--- config.mk ---
export PLATFORM = sky130hd
export DESIGN_NAME = hid_descriptor_gamepad_layout
export DESIGN_NICKNAME = d
export VERILOG_FILES = /design/src/hdl/hdgl_pkg.sv /design/src/hdl/hid_descriptor_gamepad_layout.sv /design/src/hdl/hdgl_ctrl.sv /design/src/hdl/hdgl_dp.sv
export SDC_FILE = /design/constraint.sdc
export NUM_CORES = 2
export LEC_CHECK = 0
export BUFFER_PORTS_ARGS = -buffer_cell sky130_fd_sc_hd__buf_2
export CORE_UTILIZATION = 38
export CTS_CLUSTER_SIZE = 14
export DETAILED_ROUTE_END_ITERATION = 16
export PLACE_DENSITY_LB_ADDON = 0.2
export SLEW_MARGIN = 0
export SYNTH_ARGS = -nofsm -noshare
export SYNTH_HDL_FRONTEND = slang
export SYNTH_SLANG_ARGS = --single-unit
export TNS_END_PERCENT = 100
--- constraint.sdc ---
create_clock -name clk -period 7.9 [get_ports clk]
set_input_delay 0.395 -clock clk [delete_from_list [all_inputs] [get_ports clk]]
set_output_delay 0.395 -clock clk [all_outputs]
set_load 0.02 [all_outputs]
--- src/hdl/hdgl_pkg.sv ---
// hdgl_pkg: shared constants and controller/datapath link types for the
// gamepad layout parser; no dependencies
package hdgl_pkg;

	localparam int USAGE_DEPTH_DEF = 16;
	localparam int AXIS_SLOTS_DEF  = 8;
	localparam int NUM_SLOTS       = 10;
	localparam int NUM_RESULTS     = 10;

	localparam logic [7:0]  LONG_PREFIX = 8'hFE;
	localparam logic [15:0] PAGE_BUTTON = 16'h0009;
	localparam logic [15:0] PAGE_DESK   = 16'h0001;
	localparam logic [31:0] USAGE_X     = 32'h0000_0030;
	localparam logic [31:0] USAGE_HAT   = 32'h0000_0039;
	localparam logic [31:0] BTN_LIMIT   = 32'd11;

	// item types
	localparam logic [1:0] TYPE_MAIN   = 2'd0;
	localparam logic [1:0] TYPE_GLOBAL = 2'd1;
	localparam logic [1:0] TYPE_LOCAL  = 2'd2;

	// tags
	localparam logic [3:0] TAG_INPUT  = 4'h8;
	localparam logic [3:0] TAG_PAGE   = 4'h0;
	localparam logic [3:0] TAG_LMIN   = 4'h1;
	localparam logic [3:0] TAG_LMAX   = 4'h2;
	localparam logic [3:0] TAG_RSIZE  = 4'h7;
	localparam logic [3:0] TAG_RID    = 4'h8;
	localparam logic [3:0] TAG_RCOUNT = 4'h9;
	localparam logic [3:0] TAG_USAGE  = 4'h0;
	localparam logic [3:0] TAG_UMIN   = 4'h1;
	localparam logic [3:0] TAG_UMAX   = 4'h2;

	typedef struct packed {
		logic       byte_take;
		logic       loop_rd;
		logic       loop_ev;
		logic       finish;
		logic       emit_load;
		logic       clear;
		logic [3:0] emit_idx;
	} hdgl_cmd_t;

	typedef struct packed {
		logic input_item;
		logic need_loop;
		logic loop_last;
	} hdgl_status_t;

endpackage

--- src/hdl/hid_descriptor_gamepad_layout.sv ---
// hid_descriptor_gamepad_layout: gamepad layout parser for hid report
// descriptors; top level joining hdgl_ctrl and hdgl_dp, uses hdgl_pkg
// a descriptor byte is taken while idle; a byte that ends an input item
// then walks n fields (at most USAGE_DEPTH+1), each a registered usage
// store read and then an evaluate step, followed by a finish step; the end
// marker gives ten result beats, held under back-pressure, then a clear step
// reset is asynchronous; after reset and after each end marker all parser
// state is cleared, no clearing pass is needed
module hid_descriptor_gamepad_layout #(
	parameter int USAGE_DEPTH = hdgl_pkg::USAGE_DEPTH_DEF,
	parameter int AXIS_SLOTS  = hdgl_pkg::AXIS_SLOTS_DEF
) (
	input  logic               clk,
	input  logic               arst_n,
	// input channel: one descriptor byte or the end marker per beat
	input  logic               in_valid,
	output logic               in_ready,
	input  logic               kind,
	input  logic [7:0]         desc_byte,
	// result channel: one slot of the layout per beat
	output logic               out_valid,
	input  logic               out_ready,
	output logic [3:0]         slot,
	output logic               present,
	output logic [15:0]        field_offset,
	output logic [7:0]         field_bits,
	output logic signed [31:0] range_low,
	output logic signed [31:0] range_high,
	output logic [7:0]         chosen_report,
	output logic               layout_ok,
	output logic               final_res
);
	import hdgl_pkg::*;

	hdgl_cmd_t    cmd;
	hdgl_status_t sts;

	// controller: accepts beats, walks fields, paces the result beats
	hdgl_ctrl u_ctrl (
		.clk       (clk),
		.arst_n    (arst_n),
		.in_valid  (in_valid),
		.in_ready  (in_ready),
		.kind      (kind),
		.out_valid (out_valid),
		.out_ready (out_ready),
		.sts       (sts),
		.cmd       (cmd)
	);

	// datapath: item splitter, descriptor state and the output register
	hdgl_dp #(
		.USAGE_DEPTH (USAGE_DEPTH),
		.AXIS_SLOTS  (AXIS_SLOTS)
	) u_dp (
		.clk           (clk),
		.arst_n        (arst_n),
		.desc_byte     (desc_byte),
		.cmd           (cmd),
		.sts           (sts),
		.slot          (slot),
		.present       (present),
		.field_offset  (field_offset),
		.field_bits    (field_bits),
		.range_low     (range_low),
		.range_high    (range_high),
		.chosen_report (chosen_report),
		.layout_ok     (layout_ok),
		.final_res     (final_res)
	);

endmodule

--- src/hdl/hdgl_ctrl.sv ---
// hdgl_ctrl: sequencer for byte beats, the per-field usage walk and the
// ten result beats; uses hdgl_pkg
module hdgl_ctrl (
	input  logic                  clk,
	input  logic                  arst_n,
	input  logic                  in_valid,
	output logic                  in_ready,
	input  logic                  kind,
	output logic                  out_valid,
	input  logic                  out_ready,
	input  hdgl_pkg::hdgl_status_t sts,
	output hdgl_pkg::hdgl_cmd_t    cmd
);
	import hdgl_pkg::*;

	typedef enum logic [2:0] {
		S_IDLE, S_LOOP_RD, S_LOOP_EV, S_FINISH, S_EMIT, S_CLEAR
	} state_t;

	state_t     state_q;
	logic [3:0] idx_q;
	logic       out_valid_q;
	logic       load;

	assign in_ready  = (state_q == S_IDLE);
	assign out_valid = out_valid_q;
	assign load      = (state_q == S_EMIT) && (!out_valid_q || out_ready);

	always_comb begin
		cmd           = '0;
		cmd.byte_take = (state_q == S_IDLE) && in_valid && !kind;
		cmd.loop_rd   = (state_q == S_LOOP_RD);
		cmd.loop_ev   = (state_q == S_LOOP_EV);
		cmd.finish    = (state_q == S_FINISH);
		cmd.emit_load = load;
		cmd.clear     = (state_q == S_CLEAR);
		cmd.emit_idx  = idx_q;
	end

	always_ff @(posedge clk or negedge arst_n) begin
		if (!arst_n) begin
			state_q     <= S_IDLE;
			idx_q       <= '0;
			out_valid_q <= 1'b0;
		end else begin
			if (load)
				out_valid_q <= 1'b1;
			else if (out_ready)
				out_valid_q <= 1'b0;
			unique case (state_q)
				S_IDLE: begin
					if (in_valid) begin
						if (kind) begin
							state_q <= S_EMIT;
							idx_q   <= '0;
						end else if (sts.input_item) begin
							state_q <= sts.need_loop ? S_LOOP_RD : S_FINISH;
						end
					end
				end
				S_LOOP_RD: state_q <= S_LOOP_EV;
				S_LOOP_EV: state_q <= sts.loop_last ? S_FINISH : S_LOOP_RD;
				S_FINISH:  state_q <= S_IDLE;
				S_EMIT: begin
					if (load) begin
						if (idx_q == 4'(NUM_RESULTS - 1))
							state_q <= S_CLEAR;
						else
							idx_q <= idx_q + 4'd1;
					end
				end
				S_CLEAR: state_q <= S_IDLE;
				default: state_q <= S_IDLE;
			endcase
		end
	end

endmodule

--- src/hdl/hdgl_dp.sv ---
// hdgl_dp: item splitter, global/local state, usage store, slot table and
// result register; uses hdgl_pkg
module hdgl_dp #(
	parameter int USAGE_DEPTH = hdgl_pkg::USAGE_DEPTH_DEF,
	parameter int AXIS_SLOTS  = hdgl_pkg::AXIS_SLOTS_DEF
) (
	input  logic                   clk,
	input  logic                   arst_n,
	input  logic [7:0]             desc_byte,
	input  hdgl_pkg::hdgl_cmd_t    cmd,
	output hdgl_pkg::hdgl_status_t sts,
	output logic [3:0]             slot,
	output logic                   present,
	output logic [15:0]            field_offset,
	output logic [7:0]             field_bits,
	output logic signed [31:0]     range_low,
	output logic signed [31:0]     range_high,
	output logic [7:0]             chosen_report,
	output logic                   layout_ok,
	output logic                   final_res
);
	import hdgl_pkg::*;

	localparam int FW = $clog2(USAGE_DEPTH + 1);
	localparam int LW = $clog2(USAGE_DEPTH + 2);
	localparam int AW = (USAGE_DEPTH > 1) ? $clog2(USAGE_DEPTH) : 1;

	typedef enum logic [1:0] {PH_PREFIX, PH_LONGLEN, PH_LONGSKIP, PH_DATA} phase_t;

	phase_t       phase_q;
	logic [7:0]   prefix_q;
	logic [31:0]  accum_q;
	logic [8:0]   left_q;
	logic [15:0]  page_q;
	logic [31:0]  min_q, max_q, size_q, count_q;
	logic [7:0]   report_q;
	logic [31:0]  usage_mem [USAGE_DEPTH];
	logic [31:0]  usage_rd_q;
	logic [FW-1:0] fill_q;
	logic         range_q;
	logic [15:0]  offset_q;
	logic [7:0]   target_q;
	logic         fixed_q;
	logic [NUM_SLOTS-1:0] sp_q;
	logic [15:0]  soff_q  [NUM_SLOTS];
	logic [7:0]   sbits_q [NUM_SLOTS];
	logic [31:0]  slo_q   [NUM_SLOTS];
	logic [31:0]  shi_q   [NUM_SLOTS];
	logic [3:0]   btn_total_q;
	logic [15:0]  btn_start_q;
	logic [15:0]  prod_q;
	logic [LW-1:0] f_q, lim_q;
	logic [15:0]  facc_q;

	// item decode
	logic         exec_en;
	logic [7:0]   ex_prefix;
	logic [31:0]  ex_val, ex_signed;
	logic [3:0]   ex_tag;
	logic [1:0]   ex_type, ex_size;
	logic [2:0]   nbytes;
	logic [1:0]   k;
	logic [31:0]  merged;
	logic         collecting, btn_case;
	logic [31:0]  fill_p1;
	logic [LW-1:0] lim_d;
	logic [AW-1:0] rd_addr;
	logic         u_hit;
	logic [3:0]   u_slot;

	always_comb begin
		nbytes = (prefix_q[1:0] == 2'd3) ? 3'd4 : {1'b0, prefix_q[1:0]};
		k      = 2'(3'(nbytes) - 3'(left_q));
		merged = accum_q | (32'(desc_byte) << {k, 3'b000});
		exec_en   = 1'b0;
		ex_prefix = desc_byte;
		ex_val    = '0;
		if (cmd.byte_take) begin
			if (phase_q == PH_PREFIX && desc_byte != LONG_PREFIX && desc_byte[1:0] == 2'd0)
				exec_en = 1'b1;
			else if (phase_q == PH_DATA && left_q == 9'd1) begin
				exec_en   = 1'b1;
				ex_prefix = prefix_q;
				ex_val    = merged;
			end
		end
		ex_tag  = ex_prefix[7:4];
		ex_type = ex_prefix[3:2];
		ex_size = ex_prefix[1:0];
		case (ex_size)
			2'd1:    ex_signed = {{24{ex_val[7]}}, ex_val[7:0]};
			2'd2:    ex_signed = {{16{ex_val[15]}}, ex_val[15:0]};
			2'd3:    ex_signed = ex_val;
			default: ex_signed = '0;
		endcase
		collecting = !fixed_q || (report_q == target_q);
		sts.input_item = exec_en && ex_type == TYPE_MAIN && ex_tag == TAG_INPUT;
		btn_case = sts.input_item && !ex_val[0] && collecting && page_q == PAGE_BUTTON;
		sts.need_loop = sts.input_item && !ex_val[0] && collecting && page_q == PAGE_DESK
			&& !range_q && fill_q != '0 && count_q != '0;
		fill_p1 = 32'(fill_q) + 32'd1;
		lim_d   = (count_q < fill_p1) ? count_q[LW-1:0] : fill_p1[LW-1:0];
		sts.loop_last = (f_q + LW'(1)) == lim_q;
		rd_addr = (32'(f_q) < 32'(fill_q)) ? f_q[AW-1:0] : AW'(32'(fill_q) - 32'd1);
		u_hit   = usage_rd_q >= USAGE_X && usage_rd_q <= USAGE_HAT;
		u_slot  = 4'(usage_rd_q - USAGE_X);
	end

	// usage store
	always_ff @(posedge clk) begin
		if (exec_en && ex_type == TYPE_LOCAL && ex_tag == TAG_USAGE
				&& 32'(fill_q) < 32'(USAGE_DEPTH))
			usage_mem[fill_q[AW-1:0]] <= ex_val;
		if (cmd.loop_rd)
			usage_rd_q <= usage_mem[rd_addr];
		prod_q <= 16'(size_q[15:0] * count_q[15:0]);
	end

	// slot payload, written once per slot
	always_ff @(posedge clk) begin
		if (cmd.loop_ev && u_hit && !sp_q[u_slot]) begin
			soff_q[u_slot]  <= facc_q;
			sbits_q[u_slot] <= size_q[7:0];
			slo_q[u_slot]   <= min_q;
			shi_q[u_slot]   <= max_q;
		end
		if (cmd.byte_take && sts.need_loop) begin
			lim_q  <= lim_d;
		end
	end

	always_ff @(posedge clk or negedge arst_n) begin
		if (!arst_n) begin
			phase_q <= PH_PREFIX; prefix_q <= '0; accum_q <= '0; left_q <= '0;
			page_q <= '0; min_q <= '0; max_q <= '0; size_q <= '0; count_q <= '0;
			report_q <= '0; fill_q <= '0; range_q <= 1'b0; offset_q <= '0;
			target_q <= '0; fixed_q <= 1'b0; sp_q <= '0;
			btn_total_q <= '0; btn_start_q <= '0; f_q <= '0; facc_q <= '0;
		end else if (cmd.clear) begin
			phase_q <= PH_PREFIX; prefix_q <= '0; accum_q <= '0; left_q <= '0;
			page_q <= '0; min_q <= '0; max_q <= '0; size_q <= '0; count_q <= '0;
			report_q <= '0; fill_q <= '0; range_q <= 1'b0; offset_q <= '0;
			target_q <= '0; fixed_q <= 1'b0; sp_q <= '0;
			btn_total_q <= '0; btn_start_q <= '0; f_q <= '0; facc_q <= '0;
		end else begin
			if (cmd.byte_take) begin
				unique case (phase_q)
					PH_PREFIX: begin
						if (desc_byte == LONG_PREFIX)
							phase_q <= PH_LONGLEN;
						else begin
							prefix_q <= desc_byte;
							accum_q  <= '0;
							if (desc_byte[1:0] != 2'd0) begin
								left_q  <= (desc_byte[1:0] == 2'd3) ? 9'd4
									: {7'd0, desc_byte[1:0]};
								phase_q <= PH_DATA;
							end
						end
					end
					PH_LONGLEN: begin
						left_q  <= 9'(desc_byte) + 9'd1;
						phase_q <= PH_LONGSKIP;
					end
					PH_LONGSKIP: begin
						left_q <= left_q - 9'd1;
						if (left_q == 9'd1)
							phase_q <= PH_PREFIX;
					end
					PH_DATA: begin
						accum_q <= merged;
						left_q  <= left_q - 9'd1;
						if (left_q == 9'd1)
							phase_q <= PH_PREFIX;
					end
					default: phase_q <= PH_PREFIX;
				endcase
			end

			if (exec_en) begin
				unique case (ex_type)
					TYPE_GLOBAL: begin
						case (ex_tag)
							TAG_PAGE:   page_q  <= ex_val[15:0];
							TAG_LMIN:   min_q   <= ex_signed;
							TAG_LMAX:   max_q   <= ex_signed;
							TAG_RSIZE:  size_q  <= ex_val;
							TAG_RCOUNT: count_q <= ex_val;
							TAG_RID: begin
								report_q <= ex_val[7:0];
								if (!fixed_q) begin
									target_q <= ex_val[7:0];
									offset_q <= '0;
								end else if (ex_val[7:0] != target_q)
									offset_q <= '0;
							end
							default: ;
						endcase
					end
					TYPE_LOCAL: begin
						if (ex_tag == TAG_USAGE) begin
							if (32'(fill_q) < 32'(USAGE_DEPTH))
								fill_q <= fill_q + FW'(1);
						end else if (ex_tag == TAG_UMIN || ex_tag == TAG_UMAX)
							range_q <= 1'b1;
					end
					TYPE_MAIN: begin
						// an input item clears the locals once its fields are walked
						if (ex_tag != TAG_INPUT) begin
							fill_q  <= '0;
							range_q <= 1'b0;
						end
					end
					default: ;
				endcase
			end

			if (btn_case && btn_total_q == '0 && size_q == 32'd1) begin
				btn_start_q <= offset_q;
				btn_total_q <= (count_q > BTN_LIMIT) ? 4'(BTN_LIMIT) : count_q[3:0];
				if (!fixed_q) begin
					fixed_q  <= 1'b1;
					target_q <= report_q;
				end
			end

			if (cmd.byte_take && sts.need_loop) begin
				f_q    <= '0;
				facc_q <= offset_q;
			end

			if (cmd.loop_ev) begin
				f_q    <= f_q + LW'(1);
				facc_q <= facc_q + size_q[15:0];
				if (u_hit && !sp_q[u_slot]) begin
					sp_q[u_slot] <= 1'b1;
					if (!fixed_q) begin
						fixed_q  <= 1'b1;
						target_q <= report_q;
					end
				end
			end

			if (cmd.finish) begin
				offset_q <= offset_q + prod_q;
				fill_q   <= '0;
				range_q  <= 1'b0;
			end
		end
	end

	// slot mapping for the result beats
	logic [3:0] src [8];
	logic [7:0] ax_p;
	logic       rx_stick, ry_stick, ok;
	logic       r_p;
	logic [3:0] r_src;

	always_comb begin
		rx_stick = !sp_q[2] && sp_q[3];
		ry_stick = !sp_q[5] && sp_q[4];
		src[0] = 4'd0; ax_p[0] = sp_q[0];
		src[1] = 4'd1; ax_p[1] = sp_q[1];
		src[2] = sp_q[2] ? 4'd2 : 4'd3; ax_p[2] = sp_q[2] || sp_q[3];
		src[3] = sp_q[5] ? 4'd5 : 4'd4; ax_p[3] = sp_q[5] || sp_q[4];
		src[4] = 4'd3; ax_p[4] = sp_q[3] && !rx_stick;
		src[5] = 4'd4; ax_p[5] = sp_q[4] && !ry_stick;
		src[6] = 4'd6; ax_p[6] = sp_q[6];
		src[7] = 4'd7; ax_p[7] = sp_q[7];
		for (int a = 0; a < 8; a++)
			if (a >= AXIS_SLOTS)
				ax_p[a] = 1'b0;
		ok = |ax_p;
		if (cmd.emit_idx < 4'd8) begin
			r_p   = ax_p[cmd.emit_idx[2:0]];
			r_src = src[cmd.emit_idx[2:0]];
		end else begin
			r_p   = sp_q[9];
			r_src = 4'd9;
		end
	end

	always_ff @(posedge clk) begin
		if (cmd.emit_load) begin
			slot          <= cmd.emit_idx;
			chosen_report <= target_q;
			layout_ok     <= ok;
			final_res     <= (cmd.emit_idx == 4'(NUM_RESULTS - 1));
			if (cmd.emit_idx == 4'(NUM_RESULTS - 1)) begin
				present      <= btn_total_q != '0;
				field_offset <= (btn_total_q != '0) ? btn_start_q : '0;
				field_bits   <= 8'(btn_total_q);
				range_low    <= '0;
				range_high   <= '0;
			end else begin
				present      <= r_p;
				field_offset <= r_p ? soff_q[r_src]  : '0;
				field_bits   <= r_p ? sbits_q[r_src] : '0;
				range_low    <= r_p ? slo_q[r_src]   : '0;
				range_high   <= r_p ? shi_q[r_src]   : '0;
			end
		end
	end

endmodule
==> reports/results.ini <==
[placement]
placement.io_buffers=117
place.detailed.hpwl_um=112000
globalplace.congestion=0.839
preCtsSetupSlack_ns=1.99

[floorplanning]
initial_utilization_pct=38.3
rows=162
dieWidth_um=446
core_area_mm2=0.195
fp.dieH_um=446
io_pins=118
die_area_mm2=0.199

[synth]
postSynthAreaPerCell_um2=15.3
synth_area_leaders=sky130_fd_sc_hd__edfxtp_1, sky130_fd_sc_hd__dfrtp_1, sky130_fd_sc_hd__mux2i_1, sky130_fd_sc_hd__mux4_2, sky130_fd_sc_hd__fa_1
synth-edff-count=1444
cell_type_with_the_highest_aggregate_area_in_the_netlist=sky130_fd_sc_hd__edfxtp_1
syn_area_mm2=0.0748
synth.net_count=5082
share_of_the_yosys_chip_area_belonging_to_registers_pct=68.2
yosysUniqueCellTypes=83
synth_top_flop_cell=sky130_fd_sc_hd__edfxtp_1
ys_seq_elements=1753
synth-async-reset-ratio_pct=16.7
synth.yosys.warnings=0
synthCells=4881
yosys.area.top_type_share_pct=58.0

[final_layout]
numnets_final=5217
count_of_fill_cells_added_during_filler_insertion=17400
sequential_cell_area_mm2=0.0510
drive_above_1_share_pct=14.4
area_delta_synth_final_pct=13.9
multiInputGateArea_mm2=0.0225

[detailed_routing]
drt-pass1-iter-count=5
route.antenna.remaining_nets=0
avgRoutedWirePerCell_um=24.2
detail_route.drc_violations=0
route.detailed.vias_per_inst=5.29
drt_first_iter_violations=3272
routed-via-count=41300
totalWireLength_um=189000

[setup_path]
timing.critical_path.arrival_ns=6.49
setup.worst_path.start=u_ctrl.state_q[2]$_DFFE_PN0P_
timing.critical_path.fanout_max=53
timing.critical_path.to_type=flip-flop
r2r-start=u_ctrl.state_q[2]$_DFFE_PN0P_
worst_ep_required_time_ns=8.40
cp_slowest_stage_delay_ns=1.06
timing.setup.critical_path_class=reg2reg
startpoint_type=flip-flop
cpMostUsedCell=sky130_fd_sc_hd__buf_4
crit_path_top_delay_cell=sky130_fd_sc_hd__or4_2
crit_path_cell_trace=or4_1 -> or4_2 -> buf_4 -> mux2i_1 -> a32o_1 -> and3_1 -> nand2_1 -> nor2_4 -> buf_4

[cts]
clk_transition_reported_paths_ns=0.06
clock-root-buffer=sky130_fd_sc_hd__clkbuf_16
cts-root-to-sink-buffers=3
cts_sinks=1753
clock_insertion_delay_worst_skew_ns=0.86
cts_made_buffers=187
cts_tree=yes
h_tree_levels=4

[timing]
maxSlewViolCount=0
setup_viol=0
tns_ns=0
tightest_slew_ns=1.27
fmax_ghz=0.167
period_needed_ns=5.98
final.setup_skew_ns=0.0776
fin_worst_setup_slack_ns=1.92
rsz_0062_raised_after_global_routing=no
timing_hold_violations_final=0
layout_worst_path_cycle_share_pct=75.8
maxSlewHeadroom_pct=15.1

[outcome]
outcome=finished clean

[pwr]
share_clk_of_total_power_pct=31.4
seq_power_share_pct=40.0
share_comb_of_total_power_pct=28.6
leakage_power_summed_over_all_cells_nw=30.5
cellInternalPower_mw=19.3
pwr_density_cell_mw_per_mm2=334
power.net_switching_mw=9.15
ir_drop_mv=0.869
power.share.switching_pct=32.2

[min_path]
holdCritPathClass=in2async

[global_route]
grt_first_pass_wirelength_um=281000
grt_max_degree=183
grt.total_usage_pct=19.0
grt_antenna_before_repair=2
grt.overflow.total=0
first_global_vias=41700

[job]
max-cap-violations=0

timing repair:
action                     CTS  global route
buffers inserted             0             0
hold endpoints to repair   124             0
setup endpoints to repair    0             0
gates resized for setup      0             0
hold buffers                12             0
sequential cells by signal, summed over array words and instances, names as in the netlist, 72 cells and up:
signal          flops
u_dp.sbits_q       72
u_dp.slo_q        288
u_dp.shi_q        288
u_dp.usage_mem    512
u_dp.soff_q       144
worst paths after layout:
kind	end	slack, ns	cells past startpoint
hold / removal	u_dp.offset_q[13]$_DFFE_PN0P_	0.20	2
setup / recovery	u_dp.usage_mem[14][23]$_DFFE_PP_	1.92	9
min in group clk	u_ctrl.state_q[1]$_DFFE_PN0P_	0.28	5
setup reg to reg	u_dp.usage_mem[14][23]$_DFFE_PP_	1.92	9
hold reg to reg	u_dp.accum_q[26]$_DFFE_PN0P_	0.49	2
max in group asynchronous	u_dp.count_q[23]$_DFFE_PN0P_	6.27	3
synth_stat cells (70+ instances only):
| library cell | instances |
|---|---|
| sky130_fd_sc_hd__edfxtp_1 | 1444 |
| sky130_fd_sc_hd__mux2i_1 | 593 |
| sky130_fd_sc_hd__nor2_1 | 342 |
| sky130_fd_sc_hd__dfrtp_1 | 293 |
| sky130_fd_sc_hd__nand2_1 | 257 |
| sky130_fd_sc_hd__a21oi_1 | 240 |
| sky130_fd_sc_hd__o21ai_0 | 208 |
| sky130_fd_sc_hd__clkbuf_1 | 184 |
| sky130_fd_sc_hd__mux4_2 | 177 |
| sky130_fd_sc_hd__nand3_1 | 156 |
| sky130_fd_sc_hd__inv_1 | 153 |
| sky130_fd_sc_hd__ha_1 | 106 |
| sky130_fd_sc_hd__fa_1 | 82 |
| sky130_fd_sc_hd__buf_1 | 70 |
per-stage QoR:
stage	hold WS, ns	total power [mW]	instances	cell area (um^2)	util (%)
6_report	0.203	28.4	7804	85200	43.7
5_1_grt	0.243	29.6	7801	85200	43.7
4_1_cts	0.181	28.8	7801	85200	43.7
3_5_place_dp	0.484	19.8	7439	78700	40.3
3_3_place_gp	0.470	19.7	7439	78700	40.3
2_1_floorplan	0.0994	17.3	4881	74800	-
cell families (layout without fill, tap and decap cells):
| kind of cell | count (synthesis) | in the layout | share of synthesized area, % |
|---|---|---|---|
| flops | 1753 | 1753 | 68.2 |
| simple gates | 1019 | 1019 | 6.31 |
| mux | 779 | 779 | 13.4 |
| compound gates | 622 | 622 | 4.77 |
| buf+inv | 422 | 718 | 2.19 |
| fa+ha+maj | 188 | 188 | 3.97 |
| xor+xnor | 98 | 98 | 1.15 |
| other cells | 0 | 3 | 0 |
layer usage:
layer | vias up | track usage, % | routed length [um]
li1 | 18700 | - | -
met1 | 21500 | 26.4 | 84800
met2 | 927 | 31.4 | 92300
met3 | 230 | 2.40 | 7390
met4 | 0 | 5.09 | 4260
met5 | - | 0 | 0
cells in the final DEF (no fill, tap or decap), drive strengths merged, types with 34 or more instances in the layout:
cell type,synthesis,final
a21oi,241,241
and2,64,64
buf,84,203
clkbuf,184,235
clkinv,0,87
dfrtp,293,293
edfxtp,1444,1444
fa,82,82
ha,106,106
inv,153,157
mux2i,593,593
mux4,177,177
nand2,259,259
nand3,156,156
nor2,342,342
nor3,49,49
o21ai,224,224
o31ai,35,35
xnor2,64,64
xor2,34,34
area by class of cell:
| class | count | share of cell area, % |
|---|---|---|
| multi-input cells | 2706 | 26.4 |
| well taps | 2624 | 3.85 |
| clock buffers | 235 | 5.93 |
| repair buffers | 215 | 1.76 |
| diodes | 3 | 0.00881 |
| clock inverters | 115 | 1.53 |
| flip-flops and latches | 1753 | 59.9 |
| inverters | 153 | 0.674 |
critical path, delay by kind of cell, from the launching register on:
family	cells	cell delay [ns]
AOI/OAI and AO/OA	1	0.31
buffers and inverters	2	0.84
DFF	1	0.65
muxes	1	0.47
and+or+nand+nor	5	3.33
power groups by stage:
stage	clock network, mW	registers (mW)	logic [mW]
final	8.93	11.4	8.12
after CTS	9.14	11.4	8.27
after global routing	9.50	11.4	8.69
after floorplan	0	11.5	5.83
after detailed placement	0	11.6	8.24
after global placement	0	11.5	8.21
(Power assumes the default switching activity.)
